### config.mk
export PLATFORM = sky130hd
export DESIGN_NAME = bde_mac
export DESIGN_NICKNAME = d
export VERILOG_FILES = /design/src/bde_pkg.sv /design/src/bde_mac.sv
export SDC_FILE = /design/constraint.sdc
export NUM_CORES = 2
export LEC_CHECK = 0
export ABC_AREA = 1
export BUFFER_PORTS_ARGS = -buffer_cell sky130_fd_sc_hd__buf_4
export CAP_MARGIN = 40
export CORE_ASPECT_RATIO = 0.75
export CORE_UTILIZATION = 65
export DETAILED_ROUTE_END_ITERATION = 8
export PLACE_DENSITY = 0.83
export SYNTH_ARGS = -nofsm -noshare
export SYNTH_HDL_FRONTEND = slang
export SYNTH_SLANG_ARGS = --single-unit
### constraint.sdc
create_clock -name clk -period 23.3 [get_ports clk]
set_clock_uncertainty 0.15 [all_clocks]
set_input_delay 2.33 -clock clk [delete_from_list [all_inputs] [get_ports clk]]
set_output_delay 2.33 -clock clk [all_outputs]
set_load 0.03 [all_outputs]
### src/bde_pkg.sv
`timescale 1ns / 1ps
// ----------------------------------------------------------------------------
// bde_pkg
// shared types, constants and helpers of the b-spline evaluator
// ----------------------------------------------------------------------------
package bde_pkg;

  localparam int MAX_POINTS_DEF = 64;
  localparam int MAX_DEGREE_DEF = 5;
  localparam int FRAC_BITS_DEF  = 16;
  localparam int SATW           = 72;

  typedef enum logic [1:0] {
    FUNC_POINT = 2'd0,
    FUNC_KNOT  = 2'd1,
    FUNC_EVAL  = 2'd2,
    FUNC_NONE  = 2'd3
  } func_t;

  typedef enum logic {
    CFG_DEGREE      = 1'b0,
    CFG_POINT_COUNT = 1'b1
  } cfg_index_t;

  typedef struct packed {
    logic [1:0]         func;
    logic [6:0]         slot;
    logic signed [31:0] point_x;
    logic signed [31:0] point_y;
    logic signed [31:0] point_z;
    logic signed [31:0] knot_value;
    logic signed [31:0] eval_time;
  } in_item_t;

  typedef struct packed {
    logic signed [31:0] pos_x;
    logic signed [31:0] pos_y;
    logic signed [31:0] pos_z;
    logic [6:0]         span_index;
    logic               degenerate;
  } out_item_t;

  function automatic logic signed [31:0] sat32(input logic signed [SATW-1:0] v);
    logic signed [SATW-1:0] hi;
    logic signed [SATW-1:0] lo;
    hi = SATW'(64'sh7FFF_FFFF);
    lo = -SATW'(64'sh8000_0000);
    if (v > hi) return 32'sh7FFF_FFFF;
    else if (v < lo) return 32'sh8000_0000;
    else return v[31:0];
  endfunction

endpackage

### src/bde_mac.sv
`timescale 1ns / 1ps
// ----------------------------------------------------------------------------
// bde_mac
// two-stage blend unit: left + floor(alpha * (right - left) / 2^frac)
// ----------------------------------------------------------------------------
module bde_mac #(
  parameter int FRAC_BITS = 16
) (
  input  logic               clk,
  input  logic               rst_n,
  input  logic               start,
  input  logic signed [31:0] alpha,
  input  logic signed [31:0] d_left,
  input  logic signed [31:0] d_right,
  output logic               done,
  output logic signed [31:0] result
);

  logic signed [32:0] diff;
  logic signed [64:0] prod_r;
  logic signed [31:0] left_r;
  logic signed [31:0] res_r;
  logic               v1_r, v2_r;
  logic signed [64:0] shifted;
  logic signed [65:0] sum;

  assign diff    = 33'(d_right) - 33'(d_left);
  assign shifted = prod_r >>> FRAC_BITS;
  assign sum     = 66'(shifted) + 66'(left_r);

  always_ff @(posedge clk) begin
    if (!rst_n) begin
      v1_r <= 1'b0;
      v2_r <= 1'b0;
    end else begin
      v1_r <= start;
      v2_r <= v1_r;
    end
    prod_r <= 65'(alpha) * 65'(diff);
    left_r <= d_left;
    res_r  <= bde_pkg::sat32(bde_pkg::SATW'(sum));
  end

  assign done   = v2_r;
  assign result = res_r;

endmodule

==> run metrics <==
startpoint types input pin; Tot GR Track Use 46.1%; YS warnings 0; Syn Nets 7347; hold buffers post-CTS 0; Placement Setup Slack 10380 ps; Crit Path Max Fanout 19; period utilisation layout 54.6%; crit-path max cell delay 830 ps; Top FF cell, synth dfxtp_1; Pins Over Slew Limit 0; critical path's slowest cell nor4_1; violated checks DRC; number of H-tree levels 4; IO buf count 131; RSZ-0062 raised after global routing false; Setup Total Neg Slack 0 ps; vias in the first global route 41.9k; clk sink count 115; Site Rows 84; min-delay worst type flop to flop; GP Congestion 1.16; number of synthesized register bits 115; Crit Path Class input pin to flop; crit path DAT 12950 ps; CTS Buf Count 17; Clock Path Buffers 2; Yosys top cell area share 48.4%; # setup viols final 0; Syn Area/Cell 7.84 um2; synth top area cells fa_1 48%, inv_1 13%, nand2_1 10%; NumNets Final 7365; Die W 309 um; Max Cap Violations 0; Final Hold Fails 0; Yosys top cell by area fa_1; clock slew at reported path FFs 70 ps; CP dominant cell by count fa_1; worst slew pin tran 986 ps; synth unique cells 57; asr flop ratio synth 0%; Post-synth EDFFs 0; via count 40.3k; HPWL Detailed 132000 um; Fmax achieved 78.6 MHz; CTS root buf clkbuf_16; Worst-Skew Late Latency 450 ps; antenna violations before repair 4; gr ovfl total 0; post-CTS setup buffer count 0; share of layout cells above drive strength 1 5.32%; first-pass GRT wire length 242000 um; critical path endpoint category flop; # resized after CTS 0; Post-synth top cells 1547 x inv_1, 1246 x nand2_1, 1113 x fa_1; Vert. Die Dim 233 um; synthesis-to-finish area growth 5.56%; status finished, violations left; Filler cells 5733; io pins 132; Pre-antenna DRT Iters 9; Cell Area, Synth 46100 um2; starting density of the core 65.7%; 1st-iter DRT viols 5154; r2r setup slk 19180 ps; CP required 23520 ps; most common cell in the netlist inv_1; sequential area share after synthesis 5.00%; Tmin final 12730 ps; antenna-violating nets left 0; Worst slew margin 33.6%; Avg Vias per Cell 5.88; DRC 11; WL final 159000 um; die area 71900 um2; core box area 70100 um2; average routed wire per standard cell 23.3 um; CTS tree built; Final WS setup 10570 ps; pin count of the biggest net entering global routing 33; post-synthesis cell count 5872
[cells in the final DEF (no fill, tap or decap), types with 30 or more instances in the layout]
| cell | netlist | routed |
|---|---|---|
| o21ai_0 | 80 | 80 |
| a21oi_1 | 178 | 178 |
| nand4_1 | 30 | 30 |
| ha_1 | 263 | 263 |
| nand2_1 | 1246 | 1246 |
| xor2_1 | 60 | 60 |
| buf_4 | 4 | 173 |
| nand3_1 | 119 | 119 |
| nor2_1 | 683 | 683 |
| fa_1 | 1113 | 1113 |
| dfxtp_1 | 115 | 115 |
| inv_1 | 1547 | 1547 |
[layer usage]
layer  vias to the layer above  part of all wire [%]  GRT usage [%]
li1                      16900                     -              -
met1                     19500                    35           59.3
met2                      3160                    42           66.7
met3                       761                    16           18.4
met4                         7                   6.7           25.1
met5                         -                 0.048          0.479
[cells by family (layout without fill, tap and decap cells)]
kind of cell               after synthesis  after routing  share of synthesized area (%)
buffers and inverters                 1762           1793                           14.6
DFF                                    115            115                           5.00
xor gates and xnor gates                90             90                           1.74
AOI/OAI and AO/OA                      329            329                           3.96
adders and majority gates             1376           1376                           55.5
and+or+nand+nor                       2200           2200                           19.2
other                                    0              5                              0
[critical path, delay by kind of cell]
kind | cells | cell delay [ps]
AOI/OAI and AO/OA | 4 | 1080
and+or+nand+nor | 13 | 3310
buffers and inverters | 11 | 1010
xor gates and xnor gates | 1 | 170
adders and majority gates | 11 | 5020
[path summary, 6_finish.rpt]
check,cells past startpoint,startpoint,endpoint
setup / recovery,40,d_left[0],prod_r[53]
hold / removal,2,v1_r,done
setup reg to reg,16,left_r[31],result[17]
hold reg to reg,2,v1_r,done
[state kept, by name (all words and copies together), names as in the netlist]
| name | cells |
|---|---|
| result | 32 |
| done | 1 |
| left_r | 32 |
| prod_r | 49 |
| v1_r | 1 |
[area by class of cell]
type	instances	area (um2)	share of cell area (%)
timing repair buffer	184	1530	3.14
antenna	5	12.5	0.0257
sequential	115	2300	4.73
clock inverter	15	206	0.425
inverter	1577	5920	12.2
clock buffer	17	425	0.875
tap	946	1180	2.43
multi-input combinational	3995	37000	76.2
[through the flow]
step / std cells / hold slack [ps] / area [um2] / utilization (%)
after global routing: 6850 / 278 / 48600 / 69.3
final: 6854 / 271 / 48600 / 69.4
after floorplan: 5872 / 240 / 46100 / -
after detailed placement: 6817 / 267 / 48000 / 68.4
after global placement: 6806 / 245 / 47800 / 68.1
after CTS: 6849 / 271 / 48600 / 69.3
Power is not shown: default switching activity piles up to over one toggle a cycle in this logic, so the estimate is an artifact.
