**src/bde_div.sv**
```systemverilog
`timescale 1ns / 1ps
// ----------------------------------------------------------------------------
// bde_div
// restoring unsigned divider, one quotient bit per cycle
// ----------------------------------------------------------------------------
module bde_div #(
  parameter int NW = 49,
  parameter int DW = 33
) (
  input  logic          clk,
  input  logic          rst_n,
  input  logic          start,
  input  logic [NW-1:0] num,
  input  logic [DW-1:0] den,
  output logic          done,
  output logic [NW-1:0] quo
);

  localparam int CW = $clog2(NW + 1);

  logic [DW-1:0] rem_r, rem_nxt;
  logic [NW-1:0] q_r, q_nxt;
  logic [DW-1:0] den_r, den_nxt;
  logic [CW-1:0] cnt_r, cnt_nxt;
  logic          busy_r, busy_nxt;
  logic          done_r, done_nxt;
  logic [DW:0]   trial;

  always_comb begin
    rem_nxt  = rem_r;
    q_nxt    = q_r;
    den_nxt  = den_r;
    cnt_nxt  = cnt_r;
    busy_nxt = busy_r;
    done_nxt = 1'b0;
    trial    = {rem_r, q_r[NW-1]};
    if (start) begin
      rem_nxt  = '0;
      q_nxt    = num;
      den_nxt  = den;
      cnt_nxt  = CW'(NW);
      busy_nxt = 1'b1;
    end else if (busy_r) begin
      if (trial >= {1'b0, den_r}) begin
        rem_nxt = DW'(trial - {1'b0, den_r});
        q_nxt   = {q_r[NW-2:0], 1'b1};
      end else begin
        rem_nxt = trial[DW-1:0];
        q_nxt   = {q_r[NW-2:0], 1'b0};
      end
      cnt_nxt = cnt_r - 1'b1;
      if (cnt_r == CW'(1)) begin
        busy_nxt = 1'b0;
        done_nxt = 1'b1;
      end
    end
  end

  always_ff @(posedge clk) begin
    if (!rst_n) begin
      busy_r <= 1'b0;
      done_r <= 1'b0;
      cnt_r  <= '0;
    end else begin
      busy_r <= busy_nxt;
      done_r <= done_nxt;
      cnt_r  <= cnt_nxt;
    end
    rem_r <= rem_nxt;
    q_r   <= q_nxt;
    den_r <= den_nxt;
  end

  assign done = done_r;
  assign quo  = q_r;

endmodule

```
**config.mk**
```make
export PLATFORM = sky130hd
export DESIGN_NAME = bde_div
export DESIGN_NICKNAME = d
export VERILOG_FILES = /design/src/bde_div.sv
export SDC_FILE = /design/constraint.sdc
export NUM_CORES = 1
export LEC_CHECK = 0
export ABC_AREA = 1
export CAP_MARGIN = 20
export CORE_ASPECT_RATIO = 2
export CORE_UTILIZATION = 25
export CTS_CLUSTER_SIZE = 24
export DETAILED_ROUTE_END_ITERATION = 10
export DONT_BUFFER_PORTS = 1
export REMOVE_ABC_BUFFERS = 1
export SLEW_MARGIN = 20
export SYNTH_ARGS = -nofsm -noshare
export SYNTH_HDL_FRONTEND = slang
export SYNTH_SLANG_ARGS = --single-unit
```
**constraint.sdc**
```tcl
create_clock -name clk -period 7.9 [get_ports clk]
set_clock_uncertainty 0.1 [all_clocks]
set_input_delay 0.395 -clock clk [delete_from_list [all_inputs] [get_ports clk]]
set_output_delay 0.395 -clock clk [all_outputs]
set_load 0.02 [all_outputs]
```
==> out/metrics.yaml, run 1 <==
sta:
  fin_hold_ws_ns: 0.0490
  layout_min_cycle_time_ns: 2.91
  slew_headroom_pct: 38.2
  finalWorstSetupSlack_ns: 4.99
  fin_crit_sh_pct: 36.8
  totalNegativeSetupSlack_ns: 0
  grt_setup_unrepaired: "no"
  hold_violations: 0
  tightest_slew_ns: 0.925
  fmax_mhz: 344
  setup_violations: 0
  report.final.slew_viol_count: 0
yosys:
  ys_types: 38
  yosysTopAreaCellShare_pct: 31.2
  seq_area_frac_synth_pct: 41.7
  netlist_instances: 1109
  synth_most_common_cell: "nand2_1"
  synth_xor_area_share_pct: 1.78
  synth_area_leader_cell: "edfxtp_1"
  synthTopCellsByCount: "nand2_1 (469), inv_1 (185), nand3_1 (88), edfxtp_1 (82), nor2_1 (45)"
  async_flop_share_pct: 0
  synth_fa_ha_area_share_pct: 5.81
  yosys.area_share.simple_pct: 36.3
  netlist_top_cells_area: "edfxtp_1 (31%), nand2_1 (22%), dfxtp_1 (10%)"
  avgSynthCellArea_um2: 7.11
  syn_area_mm2: 0.00788
  synthMuxAreaShare_pct: 0
  ys.flop_type: "edfxtp_1"
  ys_warn_count: 0
  synth_edf_count: 82
  synth_top_family_by_area: "simple AND/OR/NAND/NOR gates"
  synth_compound_area_share_pct: 3.33
  ys_seq_elements: 123
die:
  die_area_mm2: 0.0323
  start_util_pct: 25.5
  ios: 135
  die_h_um: 253
  die_w_um: 128
  core_area_mm2: 0.0310
  std_cell_rows: 91
clock_network:
  clockBufferDepth: 2
  cts-buffers-inserted: 17
  clk_pin_slew_worst_paths_ns: 0.05
  htree_levels: 4
  clockRootBuffer: "clkbuf_16"
  post_cts_resized: 0
  clock-sinks: 123
  cts_setup_buffers: 0
  clk_latency_ns: 0.44
  cts_tree: "done"
  cts_hold_buf: 35
place:
  place_ws_ns: 4.96
  hpwl_mm: 19.2
  gp_congestion: 1.04
  portBuffers: 0
global_route:
  grt_overflow: 0
  grt_max_degree: 56
  grt_util_all_layers_pct: 16.5
  first_global_vias: 7077
  grt_pass1_wl_mm: 38.8
  antenna_found_initial: 0
outcome:
  status: "complete, no violations"
critical_path:
  arrival_ns: 3.16
  path_class: "flip-flop to flip-flop"
  critPathLaunchType: "flip-flop"
  critPathBufInv: 2
  path_cells: "inv_1 -> ha_1 -> inv_1 -> fa_1 -> nand3_1 -> nand3_2 -> nand2_2 -> nand2_2 -> nand2_4 -> nand2_8 -> nand2_1 -> nand3_1 -> o21ai_1"
  slowest_stage: "edfxtp_1"
  crit_path_max_incr_delay_ns: 0.50
  critical-path-top-delay-family: "simple AND/OR/NAND/NOR gates"
  end_kind: "flip-flop"
  crit_required_ns: 8.16
  cp_max_fo: 36
power_and_ir_drop:
  finalPower_mw: 1.86
  p_leak_nw: 4.67
  peakVddDrop_uv: 169
  p_per_area_mw_per_mm2: 200
finish:
  final_util_pct: 30.0
  area_growth_pct: 17.9
  drive_above_1_share_pct: 5.64
  nNetsFinal: 1260
  diodes: 0
route:
  wl_per_cell_um: 16.0
  finalWirelength_mm: 25.2
  routed-via-count: 6922
  drt_pass1_iterations: 5
  ant_nets: 0
  drc: 0
  drtIter0Drc: 290
  viasPerCell: 4.41
run:
  drv_cap: 0
worst_hold_path:
  hp-class: "input port to flip-flop"
-- through the flow --
stage	area [um^2]	cells
3_3_place_gp	8280	1503
6_report	9300	1570
2_1_floorplan	7730	1083
5_1_grt	9300	1570
4_1_cts	9300	1570
3_5_place_dp	8280	1503
-- area by class of cell --
| class | count | area (um^2) |
|---|---|---|
| repair buffers | 37 | 375 |
| multi-input cells | 766 | 3730 |
| clock inverters | 7 | 159 |
| fillers | 3392 | 21700 |
| flip-flops and latches | 123 | 3280 |
| clock buffers | 25 | 495 |
| inverters | 194 | 728 |
| well taps | 418 | 523 |
-- where the power goes --
group,internal [mW],total (mW),switching [mW]
registers,0.743,0.805,0.0622
clock network,0.592,0.876,0.285
logic,0.0598,0.175,0.115
-- placed cells by master (no fill, tap or decap), types with 2 or more instances in the layout --
| cell | count |
|---|---|
| a211oi_1 | 2 |
| a21oi_1 | 21 |
| a31oi_1 | 2 |
| and2_1 | 7 |
| buf_4 | 2 |
| bufinv_16 | 5 |
| clkbuf_1 | 4 |
| clkbuf_16 | 17 |
| clkbuf_8 | 4 |
| clkinv_1 | 5 |
| dfxtp_1 | 41 |
| dlygate4sd3_1 | 34 |
| edfxtp_1 | 82 |
| ha_1 | 35 |
| inv_1 | 184 |
| inv_2 | 6 |
| nand2_1 | 469 |
| nand2_2 | 12 |
| nand2_4 | 2 |
| nand3_1 | 88 |
| nand3_2 | 2 |
| nand3b_1 | 13 |
| nand4_1 | 8 |
| nor2_1 | 44 |
| nor2_2 | 3 |
| nor2_4 | 5 |
| nor3_1 | 7 |
| o21ai_0 | 7 |
| o21ai_1 | 10 |
| o21bai_1 | 6 |
| xnor2_1 | 14 |
| xor2_1 | 2 |
-- final timing paths --
| check | from | to | slack [ns] | depth (start not counted) |
|---|---|---|---|---|
| max | quo[48] | rem_r[7] | 4.99 | 13 |
| min | num[4] | quo[4] | 0.05 | 2 |
| min reg2reg | rem_r[23] | rem_r[23] | 0.37 | 2 |
| max reg2reg | quo[48] | rem_r[7] | 4.99 | 13 |
-- layer usage --
layer  track usage, %  vias up  wire length [um]
met5                0        -                 0
met4             14.3        0              2200
met3             3.44       83               943
met2             32.0      227             14000
met1             13.9     3103              8030
li1                 -     3509                 -
-- state kept, by name (all words and copies together), names as in the netlist --
name / count
busy_r: 1
cnt_r: 6
den_r: 33
done: 1
quo: 49
rem_r: 33
-- cell families after synthesis --
family | Yosys count
AO/OA/AOI/OAI | 48
XOR/XNOR | 16
adder cells (fa/ha/maj) | 36
buffers and inverters | 220
flip-flops | 123
AND/OR/NAND/NOR | 666
(Power assumes the default switching activity.)
==> run 2, diff against run 1 <==
clock period = 2.44 ns   (was 7.9 ns; I/O delays follow)
==> run 2 against run 1 <==
Combinational power increased to 4.2 times the previous value. Sequential cell count unchanged. Cell count increased by 6.0%. Utilization increased by 3.2 points. Global-route usage increased by 0.65 points. Worst setup slack got worse by 4.9 ns. First-iteration DRC count increased by 3.1%. Clock power increased to 2.9 times the previous value. Largest cell class unchanged.
==> out/metrics.yaml, run 2 (same netlist as run 1, synthesis figures left out) <==
power_and_ir_drop:
  p_leak_nw: 5.09
  p_int_mw: 4.26
  p_seq_share_pct: 44.1
  p_sw_mw: 1.64
  p_per_area_mw_per_mm2: 574
  p_sw_share_pct: 27.8
  p_comb_share_pct: 12.5
  peakVddDrop_uv: 480
  p_clk_share_pct: 43.4
run:
  drv_cap: 0
finish:
  mostFrequentLayoutCells: "nand2_1 (462), inv_1 (184), nand3_1 (88)"
  layout_commonest_cell: "nand2_1"
  n_fill_cell: 3369
  final_cell_area_mm2: 0.0103
  diodes: 0
  instances_no_fill: 1664
  largest_reg_flops: 49
  area_growth_pct: 30.5
  drive_above_1_share_pct: 11.2
  ff_latch_area_mm2: 0.00328
  nNetsFinal: 1354
  multi_input_area_mm2: 0.00385
place:
  portBuffers: 0
  placed_area_mm2: 0.00867
  hpwl_mm: 20.9
  place_ws_ns: -0.140
  gp_congestion: 0.970
  dp_cells: 1545
critical_path:
  path_class: "flip-flop to flip-flop"
  critical-path-top-delay-family: "simple AND/OR/NAND/NOR gates"
  crit_path_max_incr_delay_ns: 0.40
  reg2reg_slack_ns: 0.11
  r2r_start: "quo[48]"
  crit_required_ns: 2.68
  slowest_stage: "fa_2"
  crit_start: "quo[48]"
  cp_common_cell: "nand2_1"
  r2r_end: "rem_r[12]"
  path_cells: "inv_1 -> ha_1 -> inv_1 -> fa_2 -> nand2_1 -> nand3_1 -> nand3_1 -> nand2_2 -> nand2_1 -> nand2_2 -> xnor2_2 -> nand2_1 -> nand3_1 -> nand2_1"
  arrival_ns: 2.58
  critPathLaunchType: "flip-flop"
  end_kind: "flip-flop"
  rr_worst_depth: 14
  cp_max_fo: 4
  critPathBufInv: 2
route:
  drtIter0Drc: 299
  viasPerCell: 4.45
  finalWirelength_mm: 26.6
  drc: 0
  routed-via-count: 7398
  wl_per_cell_um: 16.0
  ant_nets: 0
  drt_pass1_iterations: 6
die:
  start_util_pct: 25.5
  die_h_um: 253
  die_area_mm2: 0.0323
  core_area_mm2: 0.0310
  std_cell_rows: 91
  die_w_um: 128
  ios: 135
sta:
  tightest_slew_ns: 0.513
  slew_headroom_pct: 65.7
  fin_crit_sh_pct: 95.6
  layout_min_cycle_time_ns: 2.33
  report.final.slew_viol_count: 0
  fmax_mhz: 429
  fin_hold_ws_ns: 0.0221
  finalWorstSetupSlack_ns: 0.106
  hold_violations: 0
  setup_violations: 0
  grt_setup_unrepaired: "yes"
clock_network:
  cts_tree: "done"
  clockRootBuffer: "clkbuf_16"
  clock-sinks: 123
  clockBufferDepth: 2
  clk_pin_slew_worst_paths_ns: 0.06
  cts-buffers-inserted: 17
  htree_levels: 4
  clk_latency_ns: 0.44
global_route:
  grt_max_degree: 82
  grt_util_all_layers_pct: 17.2
  grt_overflow: 0
  antenna_found_initial: 0
  first_global_vias: 7657
  grt_pass1_wl_mm: 40.3
outcome:
  status: "complete, no violations"
worst_hold_path:
  worstHoldPathCells: 1
  holdPathEnd: "den_r[13]"
  hold_start: "start"
  hp-class: "input port to flip-flop"
==> run 2: cell count changes in the layout (fill, tap and decap cells not counted), moves of 6 or more <==
cell / change
nand2_2: +7
ha_2: +6
nand2_1: -7
ha_1: -10
buf_12: +6
buf_4: +37
dlygate4sd3_1: +49
==> run 2: power by group through the flow <==
stage	logic (mW)	clock network (mW)	registers [mW]
floorplan	0.366	0	2.61
global placement	0.567	0	2.65
detailed placement	0.577	0	2.65
CTS	0.717	2.65	2.61
global route	0.810	2.71	2.62
finish	0.739	2.56	2.60
==> run 2: worst max-delay path by stage <==
stage,to,slack [ns],depth (start not counted)
after global placement,rem_r[16],-0.1,14
after global routing,rem_r[29],-0.02,15
after detailed placement,rem_r[16],-0.14,14
after floorplan,quo[0],-0.27,2
after CTS,rem_r[16],-0.03,14
final,rem_r[12],0.11,14
==> run 2: through the flow <==
| step | util (%) | total power [mW] | setup TNS [ns] |
|---|---|---|---|
| finish | 33.2 | 5.90 | 0 |
| global route | 33.2 | 6.14 | -0.0634 |
| CTS | 32.7 | 5.97 | -0.0262 |
| detailed placement | 28.0 | 3.22 | -0.206 |
| global placement | 28.0 | 3.22 | -0.130 |
| floorplan | - | 2.98 | -15.25 |
==> run 2: what timing repair did <==
item | 4_1_cts | 5_1_grt
hold endpoints to repair | 123 | 0
buffers inserted | 0 | 3
gates resized for setup | 2 | 30
setup endpoints to repair | 2 | 34
hold buffers | 84 | 0
pin swaps | 0 | 7
==> run 2: layer usage <==
metal  wire length [um]  global-route usage, %  part of all wire (%)
met3               1020                   3.66                   3.8
met5                  0                      0                     0
met1               8360                   14.0                    31
met2              14600                   33.2                    55
met4               2560                   15.9                   9.6
==> run 2: cell type report <==
type,instances,area share [%]
well taps,418,5.08
multi-input cells,766,37.4
inverters,194,7.08
repair buffers,131,12.7
clock inverters,14,1.41
flip-flops and latches,123,31.9
clock buffers,18,4.38
==> run 3, diff against run 2 <==
BUFFER_PORTS_ARGS = -buffer_cell sky130_fd_sc_hd__buf_4   (was not set)
DONT_BUFFER_PORTS = not set   (was 1)
==> run 3 against run 2 <==
Highest routed layer unchanged. Critical path type unchanged. Critical endpoint is now rem_r[11]. Total power up 4.1%. Combinational power up 47%. Critical path depth shrank 2.
==> out/metrics.yaml, run 3 (same netlist as run 1, synthesis figures left out) <==
clock_network:
  clockBufferDepth: 2
  clk_pin_slew_worst_paths_ns: 0.07
  clockRootBuffer: "clkbuf_16"
  clk_latency_ns: 0.44
  cts-buffers-inserted: 17
  clock-sinks: 123
  htree_levels: 4
  cts_tree: "done"
die:
  ios: 135
  start_util_pct: 25.5
  die_area_mm2: 0.0323
  die_h_um: 253
  std_cell_rows: 91
  die_w_um: 128
  core_area_mm2: 0.0310
sta:
  hold_violations: 0
  fin_crit_sh_pct: 96.2
  grt_setup_unrepaired: "yes"
  slew_headroom_pct: 64.9
  totalNegativeSetupSlack_ns: 0
  setup_violations: 0
  tightest_slew_ns: 0.527
  report.final.slew_viol_count: 0
  fmax_mhz: 426
  layout_min_cycle_time_ns: 2.35
route:
  drtIter0Drc: 340
  wl_per_cell_um: 15.3
  routed-via-count: 7914
  ant_nets: 0
  drc: 0
  drt_pass1_iterations: 5
  finalWirelength_mm: 27.5
  viasPerCell: 4.41
power_and_ir_drop:
  peakVddDrop_uv: 487
  p_leak_nw: 5.73
  finalPower_mw: 6.14
  p_per_area_mw_per_mm2: 545
finish:
  area_growth_pct: 43.0
  n_fill_cell: 3291
  final_cell_area_mm2: 0.0113
  nNetsFinal: 1486
  drive_above_1_share_pct: 19.6
  mostFrequentLayoutCells: "nand2_1 (461), inv_1 (184), buf_4 (172)"
  diodes: 0
  layout_commonest_cell: "nand2_1"
  largest_reg_flops: 49
place:
  hpwl_mm: 21.1
  portBuffers: 134
  placed_area_mm2: 0.00963
  gp_congestion: 0.984
global_route:
  grt_overflow: 0
  antenna_found_initial: 0
  grt_max_degree: 76
  first_global_vias: 8149
  grt_pass1_wl_mm: 42.5
  grt_util_all_layers_pct: 17.8
worst_hold_path:
  hp-class: "input port to flip-flop"
critical_path:
  arrival_ns: 2.58
  reg2reg_slack_ns: 0.09
  r2r_start: "den_r[32]"
  cp_max_fo: 8
  end_kind: "flip-flop"
  rr_worst_depth: 12
  path_class: "flip-flop to flip-flop"
  crit_start: "den_r[32]"
  critPathLaunchType: "flip-flop"
  crit_path_end: "rem_r[11]"
  r2r_end: "rem_r[11]"
  crit_required_ns: 2.67
outcome:
  status: "complete, no violations"
run:
  drv_cap: 0
==> run 3: power breakdown <==
group	total, mW	leakage (nW)	switching (mW)	internal, mW
registers	2.48	1.16	0.0790	2.40
logic	1.09	4.28	0.612	0.482
clock network	2.57	0.290	1.01	1.57
total	6.14	5.73	1.70	4.45
==> run 3: how the worst min path moves through the flow <==
stage          depth (start not counted)     from        end  slack (ns)
6_report                               2   den[6]   den_r[6]        0.30
5_1_grt                                2  den[16]  den_r[16]        0.29
3_3_place_gp                           1   den[2]   den_r[2]        0.20
2_1_floorplan                          0   den[0]   den_r[0]        0.12
4_1_cts                                2   den[6]   den_r[6]        0.27
3_5_place_dp                           1   den[5]   den_r[5]        0.20
==> run 3: worst max-delay path: stages, from the launching register on <==
cell      delay, ns
edfxtp_1       0.33
inv_1          0.05
ha_1           0.33
nand2_1        0.22
nor3_1         0.25
nand3_2        0.14
nor2_4         0.17
nor2_8         0.08
nand2_8        0.12
buf_4          0.17
nand2_1        0.06
nand3_1        0.14
nand2_1        0.08
==> run 3: per-stage QoR <==
stage	hold WS [ns]	worst slack (ns)	std cells	utilization, %
after CTS	0.271	0.0124	1794	35.7
after global placement	0.201	-0.0446	1678	31.1
final	0.302	0.0918	1796	36.4
after global routing	0.289	-0.0173	1796	36.4
after detailed placement	0.202	-0.0377	1678	31.1
after floorplan	0.121	-0.272	1083	-
==> run 3: repair_timing <==
action,in CTS,in global routing
pin swaps,0,3
hold buffers,84,0
resized for setup,2,36
endpoints found under the setup margin,4,33
setup buffers,0,2
hold endpoints to repair,96,0
==> run 3: cell type report <==
cell class	count	area [um^2]	area share, %
multi-input combinational	766	3900	34.6
sequential	123	3280	29.1
timing repair buffer	263	2240	19.9
inverter	194	728	6.46
tap	418	523	4.64
clock buffer	22	507	4.50
clock inverter	10	86.3	0.766
==> run 3: routing by layer <==
metal / GRT usage (%) / wire (um) / vias to the layer above
li1: - / - / 3954
met1: 15.3 / 8890 / 3610
met2: 33.5 / 14900 / 254
met3: 3.11 / 1030 / 96
met4: 17.3 / 2650 / 0
met5: 0 / 0 / -
